### config.mk
export PLATFORM = sky130hd
export DESIGN_NAME = command_line_argument_splitter_core
export DESIGN_NICKNAME = d
export VERILOG_FILES = /design/src/rtl/clas_pkg.sv /design/src/rtl/clas_front.sv /design/src/rtl/clas_queue.sv /design/src/rtl/clas_back.sv /design/src/rtl/command_line_argument_splitter_core.sv
export SDC_FILE = /design/constraint.sdc
export NUM_CORES = 1
export LEC_CHECK = 0
export BUFFER_PORTS_ARGS = -buffer_cell sky130_fd_sc_hd__buf_2
export CORE_UTILIZATION = 40
export DETAILED_ROUTE_END_ITERATION = 7
export SYNTH_ARGS = -nofsm -noshare
export SYNTH_HDL_FRONTEND = slang
export SYNTH_SLANG_ARGS = --single-unit
### constraint.sdc
create_clock -name clk_i -period 5.2 [get_ports clk_i]
set_input_delay 1.3 -clock clk_i [delete_from_list [all_inputs] [get_ports clk_i]]
set_output_delay 1.3 -clock clk_i [all_outputs]
set_load 0.01 [all_outputs]
### src/rtl/clas_pkg.sv
`timescale 1ns / 1ps
`default_nettype none

package clas_pkg;

  // Code units with a special meaning.
  localparam logic [15:0] UNIT_QUOTE  = 16'h0022;
  localparam logic [15:0] UNIT_BSLASH = 16'h005C;
  localparam logic [15:0] UNIT_SPACE  = 16'h0020;
  localparam logic [15:0] UNIT_TAB    = 16'h0009;
  localparam logic [15:0] UNIT_NUL    = 16'h0000;

  // Result kinds.
  localparam logic [1:0] KIND_CHAR     = 2'd0;
  localparam logic [1:0] KIND_END_ARG  = 2'd1;
  localparam logic [1:0] KIND_END_LINE = 2'd2;

  // Parser phases; the unused code behaves as between arguments.
  localparam logic [1:0] PH_NAME = 2'd0;
  localparam logic [1:0] PH_GAP  = 2'd1;
  localparam logic [1:0] PH_ARG  = 2'd2;

  localparam logic [5:0] BS_RUN_MAX      = 6'd62;
  localparam logic [7:0] ARG_TOTAL_RESET = 8'd1;
  localparam logic [7:0] ARG_TOTAL_MAX   = 8'd255;

  // Default depth of the command queue between front and back.
  localparam int QUEUE_DEPTH = 4;

  // One command: a run of backslashes, an optional tail word, an optional line end and the argument number.
  typedef struct packed {
    logic [5:0]  nbs;
    logic        t0;
    logic [15:0] t0_unit;
    logic [1:0]  t0_kind;
    logic        t1;
    logic [7:0]  argn;
  } clas_cmd_t;

  function automatic logic is_blank(input logic [15:0] c);
    return (c == UNIT_SPACE) || (c == UNIT_TAB);
  endfunction

endpackage

`default_nettype wire

### src/rtl/clas_front.sv
`timescale 1ns / 1ps
`default_nettype none

module clas_front (
  input  wire logic               clk_i,
  input  wire logic               rst_ni,
  input  wire logic               accept_i,
  input  wire logic [15:0]        unit_i,
  output clas_pkg::clas_cmd_t     cmd_o,
  output logic                    push_o
);

  logic [1:0] phase_q, phase_d;
  logic       quoted_q, quoted_d;
  logic       qpend_q, qpend_d;
  logic [5:0] bsrun_q, bsrun_d;
  logic [7:0] argtot_q, argtot_d;
  clas_pkg::clas_cmd_t cmd;

  // Classify the word and work out the next parser state and the command.
  always_comb begin
    logic       run_arg;
    logic       skip;
    logic       do_reset;
    logic [5:0] n;
    phase_d  = phase_q;
    quoted_d = quoted_q;
    qpend_d  = qpend_q;
    bsrun_d  = bsrun_q;
    argtot_d = argtot_q;
    run_arg  = 1'b0;
    skip     = 1'b0;
    do_reset = 1'b0;
    n        = 6'd0;
    cmd      = '0;
    cmd.t0_kind = clas_pkg::KIND_CHAR;

    if (phase_q == clas_pkg::PH_NAME) begin
      if (unit_i == clas_pkg::UNIT_QUOTE) begin
        quoted_d = ~quoted_q;
      end else if (unit_i == clas_pkg::UNIT_NUL) begin
        cmd.t0      = 1'b1;
        cmd.t0_kind = clas_pkg::KIND_END_ARG;
        cmd.t1      = 1'b1;
        do_reset    = 1'b1;
      end else if (!quoted_q && clas_pkg::is_blank(unit_i)) begin
        cmd.t0      = 1'b1;
        cmd.t0_kind = clas_pkg::KIND_END_ARG;
        quoted_d    = 1'b0;
        phase_d     = clas_pkg::PH_GAP;
      end else begin
        cmd.t0      = 1'b1;
        cmd.t0_unit = unit_i;
      end
    end else if (phase_q == clas_pkg::PH_ARG) begin
      run_arg = 1'b1;
    end else begin
      if (unit_i == clas_pkg::UNIT_NUL) begin
        cmd.t1   = 1'b1;
        do_reset = 1'b1;
      end else if (!clas_pkg::is_blank(unit_i)) begin
        if (argtot_q != clas_pkg::ARG_TOTAL_MAX) begin
          argtot_d = argtot_q + 8'd1;
        end
        phase_d  = clas_pkg::PH_ARG;
        quoted_d = 1'b0;
        qpend_d  = 1'b0;
        bsrun_d  = 6'd0;
        run_arg  = 1'b1;
      end
    end

    // Argument body: pending quote, backslash runs and quoting.
    if (run_arg) begin
      if (qpend_d) begin
        qpend_d = 1'b0;
        if (unit_i == clas_pkg::UNIT_QUOTE) begin
          cmd.t0      = 1'b1;
          cmd.t0_unit = clas_pkg::UNIT_QUOTE;
          skip        = 1'b1;
        end else begin
          quoted_d = 1'b0;
        end
      end
      if (!skip) begin
        if (unit_i == clas_pkg::UNIT_BSLASH) begin
          if (bsrun_d < clas_pkg::BS_RUN_MAX) begin
            bsrun_d = bsrun_d + 6'd1;
          end
        end else begin
          n       = bsrun_d;
          bsrun_d = 6'd0;
          if (unit_i == clas_pkg::UNIT_QUOTE) begin
            cmd.nbs = n >> 1;
            if (n[0]) begin
              cmd.t0      = 1'b1;
              cmd.t0_unit = clas_pkg::UNIT_QUOTE;
            end else if (quoted_d) begin
              qpend_d = 1'b1;
            end else begin
              quoted_d = 1'b1;
            end
          end else begin
            cmd.nbs = n;
            if (unit_i == clas_pkg::UNIT_NUL) begin
              cmd.t0      = 1'b1;
              cmd.t0_kind = clas_pkg::KIND_END_ARG;
              cmd.t1      = 1'b1;
              do_reset    = 1'b1;
            end else if (!quoted_d && clas_pkg::is_blank(unit_i)) begin
              cmd.t0      = 1'b1;
              cmd.t0_kind = clas_pkg::KIND_END_ARG;
              phase_d     = clas_pkg::PH_GAP;
            end else begin
              cmd.t0      = 1'b1;
              cmd.t0_unit = unit_i;
            end
          end
        end
      end
    end

    // Every word of one input carries the count as it stands before a line end.
    cmd.argn = argtot_d;
    if (do_reset) begin
      phase_d  = clas_pkg::PH_NAME;
      quoted_d = 1'b0;
      qpend_d  = 1'b0;
      bsrun_d  = 6'd0;
      argtot_d = clas_pkg::ARG_TOTAL_RESET;
    end
  end

  assign cmd_o  = cmd;
  assign push_o = accept_i && ((cmd.nbs != 6'd0) || cmd.t0 || cmd.t1);

  // Parser state advances only on an accepted word.
  always_ff @(posedge clk_i or negedge rst_ni) begin
    if (!rst_ni) begin
      phase_q  <= clas_pkg::PH_NAME;
      quoted_q <= 1'b0;
      qpend_q  <= 1'b0;
      bsrun_q  <= 6'd0;
      argtot_q <= clas_pkg::ARG_TOTAL_RESET;
    end else if (accept_i) begin
      phase_q  <= phase_d;
      quoted_q <= quoted_d;
      qpend_q  <= qpend_d;
      bsrun_q  <= bsrun_d;
      argtot_q <= argtot_d;
    end
  end

endmodule

`default_nettype wire

### src/rtl/clas_queue.sv
`timescale 1ns / 1ps
`default_nettype none

module clas_queue #(
  parameter int Depth = clas_pkg::QUEUE_DEPTH
) (
  input  wire logic                 clk_i,
  input  wire logic                 rst_ni,
  input  wire logic                 push_i,
  input  wire clas_pkg::clas_cmd_t  push_cmd_i,
  output logic                      ready_o,
  input  wire logic                 pop_i,
  output logic                      valid_o,
  output clas_pkg::clas_cmd_t       head_o
);

  localparam int PtrW = $clog2(Depth);
  localparam int CntW = $clog2(Depth + 1);
  localparam logic [PtrW-1:0] PtrLast = PtrW'(Depth - 1);
  localparam logic [CntW-1:0] CntFull = CntW'(Depth);

  clas_pkg::clas_cmd_t mem_q [Depth];
  logic [PtrW-1:0] wptr_q, rptr_q;
  logic [CntW-1:0] cnt_q;
  logic            do_push, do_pop;

  assign ready_o = (cnt_q != CntFull);
  assign valid_o = (cnt_q != '0);
  assign head_o  = mem_q[rptr_q];
  assign do_push = push_i && ready_o;
  assign do_pop  = pop_i && valid_o;

  // Storage is written in place; no reset needed for the payload.
  always_ff @(posedge clk_i) begin
    if (do_push) begin
      mem_q[wptr_q] <= push_cmd_i;
    end
  end

  // Pointers and fill count.
  always_ff @(posedge clk_i or negedge rst_ni) begin
    if (!rst_ni) begin
      wptr_q <= '0;
      rptr_q <= '0;
      cnt_q  <= '0;
    end else begin
      if (do_push) begin
        wptr_q <= (wptr_q == PtrLast) ? '0 : wptr_q + PtrW'(1);
      end
      if (do_pop) begin
        rptr_q <= (rptr_q == PtrLast) ? '0 : rptr_q + PtrW'(1);
      end
      if (do_push && !do_pop) begin
        cnt_q <= cnt_q + CntW'(1);
      end else if (do_pop && !do_push) begin
        cnt_q <= cnt_q - CntW'(1);
      end
    end
  end

endmodule

`default_nettype wire

### src/rtl/clas_back.sv
`timescale 1ns / 1ps
`default_nettype none

module clas_back (
  input  wire logic              clk_i,
  input  wire logic              rst_ni,
  input  wire logic              cmd_valid_i,
  input  wire clas_pkg::clas_cmd_t cmd_i,
  output logic                   cmd_pop_o,
  output logic                   out_valid_o,
  input  wire logic              out_ready_i,
  output logic [15:0]            out_unit_o,
  output logic [1:0]             kind_o,
  output logic [7:0]             arg_number_o,
  output logic                   last_o
);

  logic [5:0]  pos_q;
  logic        ovalid_q;
  logic [15:0] ounit_q;
  logic [1:0]  okind_q;
  logic [7:0]  oargn_q;
  logic        olast_q;
  logic [6:0]  total;
  logic [15:0] cur_unit;
  logic [1:0]  cur_kind;
  logic        cur_last;
  logic        load;

  // Select the word at the current position of the head command.
  always_comb begin
    total = {1'b0, cmd_i.nbs} + {6'd0, cmd_i.t0} + {6'd0, cmd_i.t1};
    if (pos_q < cmd_i.nbs) begin
      cur_unit = clas_pkg::UNIT_BSLASH;
      cur_kind = clas_pkg::KIND_CHAR;
    end else if ((pos_q == cmd_i.nbs) && cmd_i.t0) begin
      cur_unit = (cmd_i.t0_kind == clas_pkg::KIND_CHAR) ? cmd_i.t0_unit : clas_pkg::UNIT_NUL;
      cur_kind = cmd_i.t0_kind;
    end else begin
      cur_unit = clas_pkg::UNIT_NUL;
      cur_kind = clas_pkg::KIND_END_LINE;
    end
    cur_last = (({1'b0, pos_q} + 7'd1) == total);
  end

  assign load      = cmd_valid_i && (!ovalid_q || out_ready_i);
  assign cmd_pop_o = load && cur_last;

  // Position within the head command, and output valid.
  always_ff @(posedge clk_i or negedge rst_ni) begin
    if (!rst_ni) begin
      pos_q    <= 6'd0;
      ovalid_q <= 1'b0;
    end else begin
      if (load) begin
        pos_q <= cur_last ? 6'd0 : pos_q + 6'd1;
      end
      if (load) begin
        ovalid_q <= 1'b1;
      end else if (out_ready_i) begin
        ovalid_q <= 1'b0;
      end
    end
  end

  // Output register payload.
  always_ff @(posedge clk_i) begin
    if (load) begin
      ounit_q <= cur_unit;
      okind_q <= cur_kind;
      oargn_q <= cmd_i.argn;
      olast_q <= cur_last;
    end
  end

  assign out_valid_o  = ovalid_q;
  assign out_unit_o   = ounit_q;
  assign kind_o       = okind_q;
  assign arg_number_o = oargn_q;
  assign last_o       = olast_q;

endmodule

`default_nettype wire

### src/rtl/command_line_argument_splitter_core.sv
// Path: a word that yields results is queued as a command, and the back end then
// registers its first result in the output register, where the receiver takes it.
// Throughput: one input word per cycle, and one result word per cycle while the receiver
// is ready; an input that yields k results holds the output side until all k are sent,
// and input stalls only when the QueueDepth-entry command queue fills, e.g. while a backslash run flushes.
// Reset: rst_ni is asynchronous and active low; it returns the parser to the program
// name phase with one argument counted, empties the queue and drops output valid.
`timescale 1ns / 1ps
`default_nettype none

module command_line_argument_splitter_core #(
  parameter int QueueDepth = clas_pkg::QUEUE_DEPTH
) (
  input  wire logic        clk_i,
  input  wire logic        rst_ni,
  input  wire logic        s_axis_tvalid,
  output logic             s_axis_tready,
  input  wire logic [15:0] s_axis_tdata,   // [15:0] code_unit
  output logic             m_axis_tvalid,
  input  wire logic        m_axis_tready,
  output logic [23:0]      m_axis_tdata,   // [15:0] out_unit, [23:16] arg_number
  output logic             m_axis_tlast,
  output logic [1:0]       m_axis_tuser    // [1:0] kind
);

  clas_pkg::clas_cmd_t front_cmd, head_cmd;
  logic front_push, q_ready, q_valid, q_pop, accept;
  logic [15:0] out_unit;
  logic [7:0]  arg_number;

  assign s_axis_tready = q_ready;
  assign accept        = s_axis_tvalid && q_ready;

  // Front: parse each input word into a command.
  clas_front u_front (
    .clk_i    (clk_i),
    .rst_ni   (rst_ni),
    .accept_i (accept),
    .unit_i   (s_axis_tdata),
    .cmd_o    (front_cmd),
    .push_o   (front_push)
  );

  // Command queue between front and back.
  clas_queue #(
    .Depth (QueueDepth)
  ) u_queue (
    .clk_i      (clk_i),
    .rst_ni     (rst_ni),
    .push_i     (front_push),
    .push_cmd_i (front_cmd),
    .ready_o    (q_ready),
    .pop_i      (q_pop),
    .valid_o    (q_valid),
    .head_o     (head_cmd)
  );

  // Back: expand each command into result words.
  clas_back u_back (
    .clk_i        (clk_i),
    .rst_ni       (rst_ni),
    .cmd_valid_i  (q_valid),
    .cmd_i        (head_cmd),
    .cmd_pop_o    (q_pop),
    .out_valid_o  (m_axis_tvalid),
    .out_ready_i  (m_axis_tready),
    .out_unit_o   (out_unit),
    .kind_o       (m_axis_tuser),
    .arg_number_o (arg_number),
    .last_o       (m_axis_tlast)
  );

  assign m_axis_tdata = {arg_number, out_unit};

endmodule

`default_nettype wire

==> flow_metrics.tcl <==
set metrics [dict create \
    status "finished, final reports clean" \
    drv_slew 0 \
    antenna_found_initial 0 \
    ios 49 \
    power.leakage_nw 3.60 \
    dp_hpwl_um 11800 \
    synth_fp_nets 640 \
    synth_area_sq_um 8690 \
    setup_violations 0 \
    ctsResizeCount 0 \
    core_area_sq_um 21200 \
    ys_seq_elements 191 \
    clk_pin_slew_ns 0.07 \
    chipWidth_um 149 \
    fin_area_sq_um 9880 \
    gp_congestion 0.886 \
    num_rows 53 \
    overflow 0 \
    hold_viol_final 0 \
    tightest_slew_ns 0.889 \
    vdd_ir_drop_max_mv 0.211 \
    synth_warnings 0 \
    synth_area_leaders "edfxtp_1, dfrtp_1, mux4_2" \
    max_freq_mhz 227 \
    fillers 1822 \
    antenna_cells 0 \
    h-tree-depth 4 \
    post-route-period-util_pct 84.8 \
    start_util_pct 41.1 \
    dpl_cell_area_sq_um 9290 \
    wire_per_inst_um 19.1 \
    cts_sinks 191 \
    ys_async_sr_fraction_pct 16.8 \
    skew_ns 0.0122 \
    dr.first_iter.drc_count 450 \
    clk_latency_ns 0.44 \
    ant_nets 0 \
    ctsHoldBuffers 0 \
    vias_per_cell 5.62 \
    io_buffers 48 \
    finalWirelength_um 18000 \
    synth-edff-count 159 \
    fin_setup_tns_ns 0 \
    syn_avg_cell_area_sq_um 14.4 \
    rsz0062_at_grt "false" \
    maxCapViolCount 0 \
    cts_tree "built" \
    crit_arrival_ns 4.73 \
    yosysSeqAreaShare_pct 64.2 \
    synth_top_area_share_pct 54.9 \
    hp-class "flip-flop to flip-flop" \
    die_h_um 149 \
    yosysMostFrequentCell "edfxtp_1" \
    critPathKind "input port to flip-flop" \
    post_cts_buffers 0 \
    dieArea_sq_um 22300 \
    yosys.area.top_type "edfxtp_1" \
    firstDrtPassIters 5 \
    power.density_nw_per_um2 483 \
    cts-root-buf "clkbuf_16" \
    drive_gt1_share_pct 22.9 \
    cts_buffers 17 \
    synthFlopType "edfxtp_1" \
    period_minus_slack_ns 4.41 \
    netlist_top_cells_count "edfxtp_1, nand2_1, dfrtp_1, mux4_2, clkbuf_1" \
    grt_pass1_wl_um 28900 \
    yosysUniqueCellTypes 69 \
    crit_path_max_fanout 12 \
    drcViolationCount 0 \
    critPathLaunchType "input port" \
    syn_inst 602 \
    finalNetCount 693 \
    syn_to_final_growth_pct 13.7 \
    slew-limit-headroom_pct 40.3 \
    ctsLongestPathBuffers 2 \
    grt_max_degree 33 \
    grt.total_usage_pct 17.3 \
    num_vias 5296 \
    grt_pass1_vias 5304 \
    endpoint_kind "flip-flop" \
    worst_ep_required_time_ns 5.52 \
]
[per-layer routing]
metal	up-vias	share of wire [%]	routed length [um]	track usage (%)
li1	2423	-	-	-
met1	2638	43	7810	23.2
met2	205	48	8660	27.0
met3	30	6.0	1080	3.96
met4	0	2.4	426	7.35
met5	-	0	0	0
[power breakdown]
group | total (mW) | switching [mW] | internal [mW]
logic | 1.31 | 0.730 | 0.576
registers | 2.17 | 0.142 | 2.03
clock network | 1.30 | 0.608 | 0.690
[critical path, cell delays in order]
cell	delay, ns
buf_2	0.12
or4_4	0.58
or4b_4	0.60
or3_4	0.37
clkinv_4	0.11
nor2_2	0.06
o211a_4	0.25
o31a_4	0.37
ha_1	0.22
inv_1	0.08
fa_1	0.38
mux2_2	0.26
[registers in the layout, summed over array words and instances (netlist names), 2 cells and up]
| name | count |
|---|---|
| u_front.phase_q | 2 |
| u_queue.mem_q | 132 |
| u_queue.rptr_q | 2 |
| u_back.pos_q | 6 |
| u_queue.cnt_q | 3 |
| u_front.bsrun_q | 6 |
| u_queue.wptr_q | 2 |
| u_front.argtot_q | 8 |
| u_back.kind_o | 2 |
| u_back.arg_number_o | 8 |
| u_back.out_unit_o | 16 |
[cell usage in the layout (no fill, tap or decap), types with 9 or more instances in the layout]
cell type / instances
and3_1: 11
inv_1: 26
a21oi_1: 22
ha_1: 16
o21ai_0: 26
clkbuf_16: 17
buf_2: 48
edfxtp_1: 159
a21o_1: 9
mux4_2: 31
and2_1: 13
dfrtp_1: 30
buf_4: 18
nand2_1: 42
nand3_1: 12
nor2b_1: 14
nor2_1: 27
[per-stage QoR]
stage | instances | setup WS, ns | hold WS [ns] | util [%] | power (mW)
final | 943 | 0.789 | 0.510 | 46.7 | 4.77
after global routing | 943 | 0.679 | 0.547 | 46.7 | 5.04
after CTS | 943 | 0.817 | 0.510 | 46.7 | 4.83
after detailed placement | 911 | 0.352 | 0.501 | 43.9 | 3.53
after global placement | 911 | 0.389 | 0.482 | 43.9 | 3.47
after floorplan | 602 | 0.611 | 0.464 | - | 3.09
[cell families after synthesis]
kind of cell             after synthesis  synth area share [%]
multiplexers                          48                  10.2
flip-flops                           191                  64.2
AND/OR/NAND/NOR                      161                  9.89
adder cells (fa/ha/maj)               18                  2.76
AO/OA/AOI/OAI                        112                  8.72
buffers and inverters                 59                  2.62
XOR/XNOR                              13                  1.64
[cell type report]
cell class / count / area (sq um) / area share [%]
Clock inverter: 15 / 166 / 1.68
Tap cell: 275 / 344 / 3.48
Timing Repair Buffer: 66 / 375 / 3.80
Multi-Input combinational cell: 352 / 2890 / 29.2
Sequential cell: 191 / 5580 / 56.4
Inverter: 27 / 106 / 1.08
Clock buffer: 17 / 425 / 4.30
[worst paths after layout]
path / from / to / slack, ns / cells past startpoint
setup / recovery: s_axis_tdata[12] / u_queue.cnt_q[1]$_DFFE_PN0P_ / 0.79 / 12
hold / removal: u_back.out_valid_o$_DFFE_PN0P_ / u_back.out_valid_o$_DFFE_PN0P_ / 0.51 / 2
setup reg to reg: u_queue.rptr_q[0]$_DFFE_PN0P_ / u_queue.cnt_q[1]$_DFFE_PN0P_ / 0.91 / 15
hold reg to reg: u_back.out_valid_o$_DFFE_PN0P_ / u_back.out_valid_o$_DFFE_PN0P_ / 0.51 / 2
max in group asynchronous: rst_ni / u_queue.rptr_q[0]$_DFFE_PN0P_ / 3.72 / 1
min in group asynchronous: rst_ni / u_back.out_valid_o$_DFFE_PN0P_ / 0.94 / 1
No activity file was read; power rests on OpenSTA's default activity.
